--- config.mk ---
export PLATFORM = sky130hd
export DESIGN_NAME = itr_front
export DESIGN_NICKNAME = d
export VERILOG_FILES = /design/src/design/itr_pkg.sv /design/src/design/itr_front.sv
export SDC_FILE = /design/constraint.sdc
export NUM_CORES = 1
export LEC_CHECK = 0
export BUFFER_PORTS_ARGS = -buffer_cell sky130_fd_sc_hd__buf_2
export CAP_MARGIN = 20
export CORE_ASPECT_RATIO = 0.75
export CORE_MARGIN = 3
export CORE_UTILIZATION = 35
export DETAILED_ROUTE_END_ITERATION = 7
export PLACE_DENSITY = 0.66
export SKIP_CTS_REPAIR_TIMING = 1
export SLEW_MARGIN = 20
export SYNTH_ARGS = -nofsm -noshare
export SYNTH_HDL_FRONTEND = slang
export SYNTH_SLANG_ARGS = --single-unit
export TNS_END_PERCENT = 1
--- constraint.sdc ---
create_clock -name i_clk -period 16.6 [get_ports i_clk]
set_clock_uncertainty 0.05 [all_clocks]
set_input_delay 4.98 -clock i_clk [delete_from_list [all_inputs] [get_ports i_clk]]
set_output_delay 4.98 -clock i_clk [all_outputs]
set_load 0.01 [all_outputs]
--- src/design/itr_pkg.sv ---
package itr_pkg;

    localparam int HIST_AW   = 8;
    localparam int PRICE_W   = 32;
    localparam int FRAC_BITS = 16;
    localparam int EMA_EXTRA = 8;
    localparam int SUM_W     = 40;
    localparam int DIV_W     = 64;
    localparam int DVSR_W    = 40;

    // 100.0 in Q16.16
    localparam logic [22:0] RSI_TOP = 23'd6553600;

    localparam logic [2:0] KIND_PRICE = 3'd0;
    localparam logic [2:0] KIND_SMA   = 3'd1;
    localparam logic [2:0] KIND_EMA   = 3'd2;
    localparam logic [2:0] KIND_RSI   = 3'd3;
    localparam logic [2:0] KIND_BAND  = 3'd4;

    localparam logic [1:0] BAND_LOWER  = 2'd0;
    localparam logic [1:0] BAND_MIDDLE = 2'd1;
    localparam logic [1:0] BAND_UPPER  = 2'd2;
    localparam logic [1:0] BAND_ALIAS  = 2'd3;

    localparam logic [2:0] CFG_KIND   = 3'd0;
    localparam logic [2:0] CFG_CMP_GT = 3'd1;
    localparam logic [2:0] CFG_WINDOW = 3'd2;
    localparam logic [2:0] CFG_THRESH = 3'd3;
    localparam logic [2:0] CFG_BMULT  = 3'd4;
    localparam logic [2:0] CFG_BSEL   = 3'd5;

    typedef struct packed {
        logic [31:0] price;
        logic        restart;
    } t_in;

    typedef struct packed {
        logic        signal;
        logic [31:0] indicator_value;
        logic        warmed_up;
    } t_out;

    typedef struct packed {
        logic [2:0]  kind;
        logic        cmp_gt;
        logic [7:0]  window;
        logic [31:0] threshold;
        logic [23:0] band_mult;
        logic [1:0]  band_sel;
    } t_cfg;

    typedef struct packed {
        logic [31:0] price;
        logic        restart;
        logic [7:0]  n;
        logic [2:0]  kind;
        logic [1:0]  band_sel;
    } t_item;

    typedef enum logic [4:0] {
        S_IDLE, S_SCAN, S_SEED, S_SEED_W, S_EMA, S_EMA_W, S_RSI, S_RSI_W,
        S_BAND, S_VSCAN, S_VAR, S_VAR_W, S_SQRT, S_SQRT_W, S_OFF, S_BVAL, S_DONE
    } t_bstate;

endpackage

--- src/design/itr_front.sv ---
module itr_front (
    input  logic            i_clk,
    input  logic            i_rst_n,
    input  logic            i_in_valid,
    output logic            o_in_ready,
    input  itr_pkg::t_in    i_in_data,
    input  itr_pkg::t_cfg   i_cfg,
    output logic            o_q_valid,
    input  logic            i_q_ready,
    output itr_pkg::t_item  o_q_item
);
    import itr_pkg::*;

    t_item      cls;
    t_item      r_entry [2];
    logic       r_wptr;
    logic       r_rptr;
    logic [1:0] r_cnt;
    logic       push;
    logic       pop;

    // Fold out-of-range settings onto the codes that behave the same.
    always_comb begin
        cls.price    = i_in_data.price;
        cls.restart  = i_in_data.restart;
        cls.n        = (i_cfg.window == '0) ? 8'd1 : i_cfg.window;
        cls.kind     = (i_cfg.kind > KIND_BAND) ? KIND_PRICE : i_cfg.kind;
        cls.band_sel = (i_cfg.band_sel == BAND_ALIAS) ? BAND_LOWER : i_cfg.band_sel;
    end

    assign o_in_ready = (r_cnt != 2'd2);
    assign o_q_valid  = (r_cnt != 2'd0);
    assign push       = i_in_valid && o_in_ready;
    assign pop        = o_q_valid && i_q_ready;
    assign o_q_item   = r_entry[r_rptr];

    always_ff @(posedge i_clk) begin
        if (!i_rst_n) begin
            r_wptr <= 1'b0;
            r_rptr <= 1'b0;
            r_cnt  <= '0;
        end else begin
            if (push) begin
                r_entry[r_wptr] <= cls;
                r_wptr          <= ~r_wptr;
            end
            if (pop) begin
                r_rptr <= ~r_rptr;
            end
            case ({push, pop})
                2'b10:   r_cnt <= r_cnt + 2'd1;
                2'b01:   r_cnt <= r_cnt - 2'd1;
                default: r_cnt <= r_cnt;
            endcase
        end
    end

endmodule

-- Yosys cells after proc, flatten, opt, wreduce, memory -nomap -nowiden
Memories as Yosys holds them, arrays and structs flattened. A register that Yosys moved wholly into a read port is not among the register bits.
Index checks and enable logic that the tools add are counted.
- bits in registers: 4
- logic and storage cells: 27
- output and inout port bits: 48
- RAM bits: 92
- memories kept: 1
- input bits: 107
- reductions and logical operators: 5
- add/subtract/negate cells: 2
- bitwise operators: 2
- order comparisons: 1
- eq/ne operators: 4
- multiplexer cells: 9
- memory list (memory ; words ; bits a word ; read ports ; clocked after memory_dff ; wr ports ; RTL line ; RTL):
    r_entry ; 2 ; 46 ; 1 ; 1 ; 1 ; itr_front.sv:15 ; t_item r_entry [2];
- operators by type and width (kind ; count):
    8-bit logical NOT ; 1
    8-bit two-way mux ; 1
    1-bit two-way mux ; 5
    2-bit == test (second input constant) ; 2
    2-bit one-hot mux with 2 select lines ; 1
    2-bit nonzero test ; 2
    3-bit > comparator (second input constant) ; 1
    3-bit two-way mux ; 1
    2-bit by 1-bit adder with 2-bit output (second input constant) ; 1
    2-bit by 1-bit == test with 1-bit output (second input constant) ; 1
    1-bit logical AND ; 2
    2-bit two-way mux ; 1
    2-bit inequality test (second input constant) ; 1
    1-bit NOT ; 2
    2-bit by 1-bit subtractor with 2-bit output (second input constant) ; 1

-- Logic depth before layout (Yosys ltp)
Gate-level depths: netlist of run 1.
- word-level depth: 5
- mapped depth: 7
- depth with buffers taken out: 7

-- Worst setup path before layout of run 1
Ideal clock, no wire load.
- path kind: input port to flip-flop
- start: input port i_in_valid
- end: memory r_entry[0][0] (netlist bit), enable pin
- setup time: 0.516 ns
- stages: 2
- required time: 16.034 ns
- path slack: 7.591 ns
- arrival time: 8.443 ns
- buffers on the path: 0
- cells stage by stage: nand2_1 > nor3b_1
- longest elaborated chain between the ends: 4
- RTL lines (item ; RTL line ; RTL):
    start, declared ; itr_front.sv:4 ; input logic i_in_valid,
    1-bit logical AND ; itr_front.sv:33 ; assign push = i_in_valid && o_in_ready;
    1-bit two-way mux ; itr_front.sv:43 ; if (push) begin
    1-bit two-way mux ; itr_front.sv:38 ; if (!i_rst_n) begin
    1-bit two-way mux (implied by the code) ; itr_front.sv:44 ; r_entry[r_wptr] <= cls;
    end, declared ; itr_front.sv:15 ;
Every way passes these cells.

==> impl_metrics.env, run 1 <==
export IMPL_run_status="finished, final reports clean"
export IMPL_power_density_nw_per_um2=143.1
export IMPL_syn_area_um2=3626
export IMPL_clock_path_buffers=2
export IMPL_total_power_uw=652.7
export IMPL_cts_root_buf="clkbuf_16"
export IMPL_firstDrtPassIters=3
export IMPL_grt_first_pass_wirelength_um=9252
export IMPL_core_area_um2=9891
export IMPL_grt_max_degree=26
export IMPL_wl_um=6174
export IMPL_io_buffers=97
export IMPL_fillers=877
export IMPL_whs_ns=0.4604
export IMPL_synth_main_ff_cell="edfxtp_1"
export IMPL_syn_to_final_growth_pct=25.81
export IMPL_clock_latency_ns=0.33
export IMPL_worstSetupEndpointType="output pin"
export IMPL_critical_path_arrival_ns=1.80
export IMPL_post_dp_hpwl_um=4301
export IMPL_grt_setup_unrepaired="no"
export IMPL_grt_use_total_pct=10.77
export IMPL_post_route_period_util_pct=41.16
export IMPL_fin_area_um2=4562
export IMPL_fin_nets=392
export IMPL_boundaryPins=155
export IMPL_fin_crit_ns=6.833
export IMPL_synth_cell_types=21
export IMPL_critPathRequiredTime_ns=11.57
export IMPL_dr_first_iter_drc_count=101
export IMPL_die_height_um=94.15
export IMPL_drc=0
export IMPL_rows=31
export IMPL_tightest_slew_ns=0.5951
export IMPL_finalSetupViolCount=0
export IMPL_final_cell_mix="buf_2 (97), edfxtp_1 (92), mux2_2 (46)"
export IMPL_crit_fanout=24
export IMPL_hold_viol_final=0
export IMPL_die_area_um2=11630
export IMPL_synth_fp_nets=292
export IMPL_clock_sinks=97
export IMPL_cts_reportedPaths_clkPinSlew_ns=0.06
export IMPL_die_width_um=123.5
export IMPL_clock_fmax_mhz=146.4
export IMPL_cts_made_buffers=9
export IMPL_wl_per_cell_um=14.70
export IMPL_diodes=0
export IMPL_r2r_cells=4
export IMPL_mostFrequentLayoutCell="buf_2"
export IMPL_fin_cells=420
export IMPL_grt_pass1_vias=1890
export IMPL_critPathKind="register to output pin"
export IMPL_slew_headroom_pct=60.33
export IMPL_h_tree_depth=3
export IMPL_synth_edf_count=92
export IMPL_synthCells=184
export IMPL_vias=1902
export IMPL_ir_drop_uv=81.01
export IMPL_holdPathStages=2
export IMPL_setup_tns_final_ns=0
export IMPL_ys_seq_elements=97
export IMPL_antenna_found_initial=0
export IMPL_drv_cap=0
export IMPL_drive_gt1_share_pct=56.94
export IMPL_grt_overflow_total=0
export IMPL_yosys_warnings=0
export IMPL_syn_avg_cell_area_um2=19.71
export IMPL_hp_class="register to register"
export IMPL_cts_tree="built"
export IMPL_drv_slew=0
export IMPL_postPlaceCellArea_um2=4275
export IMPL_ant_nets=0
export IMPL_p_leak_nw=1.668
export IMPL_dpl_cell_count=405
export IMPL_seq_area_frac_synth_pct=78.95
export IMPL_start_kind="register"
export IMPL_via_per_inst=4.529
export IMPL_start_util_pct=36.66
export IMPL_synth_async_reset_ratio_pct=0
export IMPL_gp_congestion=0.7347
-- critical path: stages (launching register included) --
cell and delay [ns]:
dfxtp_2 0.70, buf_12 0.26, mux2_2 0.36, buf_2 0.14
-- report_power, final --
part | total [mW] | switching (mW) | leakage, nW | internal, mW
registers | 0.309 | 0.0160 | 0.887 | 0.293
logic | 0.147 | 0.0695 | 0.649 | 0.0775
clock network | 0.197 | 0.0811 | 0.132 | 0.116
-- per-stage QoR --
stage / setup slack [ns] / util (%)
CTS: 9.714 / 46.12
floorplan: 7.591 / -
global route: 9.653 / 46.12
global placement: 9.877 / 43.02
detailed placement: 9.971 / 43.23
finish: 9.768 / 46.12
-- cell families (layout without fill, tap and decap cells) --
| family | count (synthesis) | count (layout) | synth area share [%] |
|---|---|---|---|
| AOI/OAI and AO/OA | 6 | 6 | 1.104 |
| xor gates and xnor gates | 3 | 3 | 0.7248 |
| adders and majority gates | 1 | 1 | 0.3450 |
| buffers and inverters | 14 | 118 | 1.622 |
| DFF | 97 | 97 | 78.95 |
| muxes | 46 | 46 | 14.29 |
| and+or+nand+nor | 17 | 17 | 2.967 |
-- path summary, 6_finish.rpt --
check                                     end  slack [ns]     start
worst min-delay path                   r_wptr        0.46    r_wptr
worst max-delay path             o_q_item[21]        9.77  register
worst min register to register         r_wptr        0.46    r_wptr
worst max register to register  r_entry[1][3]       14.54  r_cnt[0]
-- layer usage --
layer	vias up	global-route usage (%)	part of all wire, %
met2	66	16.55	47
li1	907	-	-
met4	0	4.424	1.6
met3	11	5.057	8.5
met1	918	13.06	43
met5	-	0	0
-- flip-flops by register name (all words and copies together) (netlist names), named ones only --
register and cells:
r_entry 92, r_cnt 2, r_wptr 1, r_rptr 1
-- area by class of cell --
| cell class | count | area (um2) | share of cell area [%] |
|---|---|---|---|
| clock buffers | 10 | 229.0 | 5.019 |
| clock inverters | 5 | 57.56 | 1.262 |
| inverters | 2 | 7.507 | 0.1646 |
| multi-input cells | 73 | 710.7 | 15.58 |
| flip-flops and latches | 97 | 2864 | 62.78 |
| well taps | 132 | 165.2 | 3.620 |
| repair buffers | 101 | 528.0 | 11.57 |
-- cell usage after synthesis, types with 2 or more instances --
| library cell | count | area [um2] |
|---|---|---|
| mux2_2 | 46 | 518.0 |
| xnor2_1 | 3 | 26.28 |
| inv_1 | 2 | 7.510 |
| buf_2 | 5 | 25.02 |
| a21boi_1 | 2 | 15.01 |
| nor2b_1 | 7 | 43.79 |
| clkbuf_1 | 7 | 26.28 |
| or3_1 | 2 | 12.51 |
| edfxtp_1 | 92 | 2763 |
| o21ai_0 | 2 | 10.01 |
| nor3b_1 | 2 | 15.01 |
| dfxtp_1 | 5 | 100.1 |
No activity file was read; power rests on OpenSTA's default activity.
==> run 2, diff against run 1 <==
- ABC_AREA: not set -> 1
- PLACE_DENSITY: 0.66 -> 0.67
- clock period: 16.6 -> 5.5 ns (I/O delays scaled with it)
==> run 2 against run 1 <==
- final cell count rose by 5.7%
- design area rose by 3.7%
- clock power rose to 3.1 times the previous value
- global-route usage rose by 0.082 points
- via count rose by 3.9%
- sequential cell count did not move
- worst setup slack got worse by 7.8 ns
- sequential power rose to 3.0 times the previous value
- critical path depth fell by 1
- wire length rose by 4.9%
==> impl_metrics.env, run 2 <==
export IMPL_fin_cells=444
export IMPL_power_density_nw_per_um2=389.2
export IMPL_grt_pass1_vias=2082
export IMPL_via_per_inst=4.450
export IMPL_drv_cap=0
export IMPL_crit_fanout=46
export IMPL_clock_path_buffers=2
export IMPL_grt_use_met1_pct=12.59
export IMPL_synth_cell_types=18
export IMPL_top_register="r_entry"
export IMPL_grt_max_degree=47
export IMPL_clock_fmax_mhz=281.6
export IMPL_run_status="finished, final reports clean"
export IMPL_grt_setup_unrepaired="no"
export IMPL_seq_area_um2=2867
export IMPL_gp_congestion=0.6987
export IMPL_use_met3_pct=4.801
export IMPL_io_buffers=97
export IMPL_drc=0
export IMPL_yosys_warnings=0
export IMPL_fin_nets=411
export IMPL_synth_fp_nets=312
export IMPL_drv_slew=0
export IMPL_fillers=933
export IMPL_diodes=0
export IMPL_crit_path_end="o_q_item[0]"
export IMPL_critPathRequiredTime_ns=3.80
export IMPL_die_height_um=96.93
export IMPL_critical_path_arrival_ns=1.85
export IMPL_syn_area_um2=3859
export IMPL_dr_first_iter_drc_count=107
export IMPL_grt_first_pass_wirelength_um=10320
export IMPL_die_area_um2=12330
export IMPL_boundaryPins=155
export IMPL_cts_root_buf="clkbuf_16"
export IMPL_seq_area_frac_synth_pct=74.19
export IMPL_wl_um=6477
export IMPL_post_dp_hpwl_um=4313
export IMPL_cts_reportedPaths_clkPinSlew_ns=0.06
export IMPL_rows=32
export IMPL_hold_viol_final=0
export IMPL_synth_top_cells_by_area="edfxtp_1 (72%), mux2_4 (16%), dfxtp_1 (2.6%), buf_12 (2.1%), mux2_2 (1.8%)"
export IMPL_mostFrequentLayoutCell="buf_2"
export IMPL_r2r_end="r_entry[0][15]"
export IMPL_worstSetupEndpointType="output pin"
export IMPL_start_kind="register"
export IMPL_synth_main_ff_cell="edfxtp_1"
export IMPL_r2r_slack_ns=3.37
export IMPL_syn_avg_cell_area_um2=18.92
export IMPL_finalSetupViolCount=0
export IMPL_p_leak_nw=1.868
export IMPL_fin_crit_ns=3.551
export IMPL_h_tree_depth=3
export IMPL_tightest_slew_ns=0.8719
export IMPL_ir_drop_uv=235.0
export IMPL_ant_nets=0
export IMPL_yosysTopAreaCell="edfxtp_1"
export IMPL_cts_tree="built"
export IMPL_grt_use_total_pct=10.85
export IMPL_antenna_found_initial=0
export IMPL_vias=1976
export IMPL_clock_sinks=97
export IMPL_top_usage_layer="met2"
export IMPL_syn_to_final_growth_pct=22.63
export IMPL_synth_edf_count=92
export IMPL_firstDrtPassIters=4
export IMPL_post_synth_top_count_cell="edfxtp_1"
export IMPL_grt_overflow_total=0
export IMPL_die_width_um=127.2
export IMPL_drive_gt1_share_pct=52.92
export IMPL_r2r_cells=5
export IMPL_rr_startpoint="r_cnt[0]"
export IMPL_largestRegisters="r_entry x92, r_cnt x2"
export IMPL_setup_tns_final_ns=0
export IMPL_synthCells=204
export IMPL_hp_class="register to register"
export IMPL_dpl_cell_count=428
export IMPL_post_route_period_util_pct=64.57
export IMPL_critPathKind="register to output pin"
export IMPL_ys_seq_elements=97
export IMPL_slew_headroom_pct=41.87
export IMPL_wl_per_cell_um=14.59
export IMPL_final_cell_mix="buf_2 (97), edfxtp_1 (92), mux2_4 (40)"
export IMPL_synth_common_cells="edfxtp_1 (92), mux2_4 (40), nor2_1 (14)"
export IMPL_grtUsageMet2_pct=17.80
export IMPL_start_util_pct=36.64
export IMPL_synth_async_reset_ratio_pct=0
export IMPL_cts_made_buffers=9
export IMPL_synth_top_area_share_pct=71.60
export IMPL_core_area_um2=10530
export IMPL_largest_register_ffs=92
export IMPL_clock_latency_ns=0.33
export IMPL_multi_input_area_um2=845.8
[run 2: changes by cell type after synthesis, sizes merged, moves of 2 or more]
cell | before | now
xnor2 | 3 | 0
nand3 | 0 | 3
nor3b | 2 | 0
nand2 | 1 | 11
nor2b | 7 | 0
or3 | 2 | 0
nor2 | 0 | 14
inv | 2 | 12
a21oi | 0 | 2
a21boi | 2 | 0
[run 2: logic make-up (layout without fill, tap and decap cells)]
kind of cell	count (synthesis)	in the layout	synth area share, %
AO/OA/AOI/OAI	5	5	0.7132
adder cells (fa/ha/maj)	1	1	0.3242
multiplexers	46	46	17.32
buffers and inverters	24	128	4.215
flip-flops	97	97	74.19
AND/OR/NAND/NOR	31	31	3.243
[run 2: how the worst min path moves through the flow]
stage / endpoint / from / cells after the start / slack, ns
2_1_floorplan: register / r_rptr / 2 / 0.40
3_3_place_gp: r_wptr / r_wptr / 2 / 0.42
3_5_place_dp: r_wptr / r_wptr / 2 / 0.43
4_1_cts: r_wptr / r_wptr / 2 / 0.44
5_1_grt: register / r_rptr / 2 / 0.46
6_report: r_wptr / r_wptr / 2 / 0.44
[run 2: stage by stage]
stage                     hold slack (ns)  setup WS, ns  power (mW)  instance area [um2]  utilization (%)
after global placement             0.4164         2.129       1.254                 4436            42.12
final                              0.4373         1.949       1.842                 4732            44.94
after CTS                          0.4398         1.904       1.873                 4732            44.94
after global routing               0.4617         1.857       1.932                 4732            44.94
after floorplan                    0.4012       0.03779       1.167                 3859                -
after detailed placement           0.4301         2.115       1.262                 4436            42.12
[run 2: power breakdown]
| part | switching (mW) | leakage (nW) | internal [mW] |
|---|---|---|---|
| Sequential | 0.0562 | 0.887 | 0.870 |
| Clock | 0.253 | 0.141 | 0.351 |
| Combinational | 0.138 | 0.840 | 0.174 |
[run 2: worst max-delay path, stage by stage, from the launching register on]
cell     delay, ns
dfxtp_4       0.92
mux2_2        0.42
buf_2         0.15
[run 2: final cells by class]
type	count	area share [%]
multi-input combinational	83	17.87
clock buffer	9	4.759
clock inverter	7	1.507
timing repair buffer	100	10.74
inverter	12	0.9519
sequential	97	60.58
tap	136	3.596
[run 2: layer usage]
layer / up-vias / share of wire [%]
met5: - / 0
met3: 11 / 8.4
met1: 951 / 42
met4: 0 / 1.5
li1: 945 / -
met2: 69 / 48
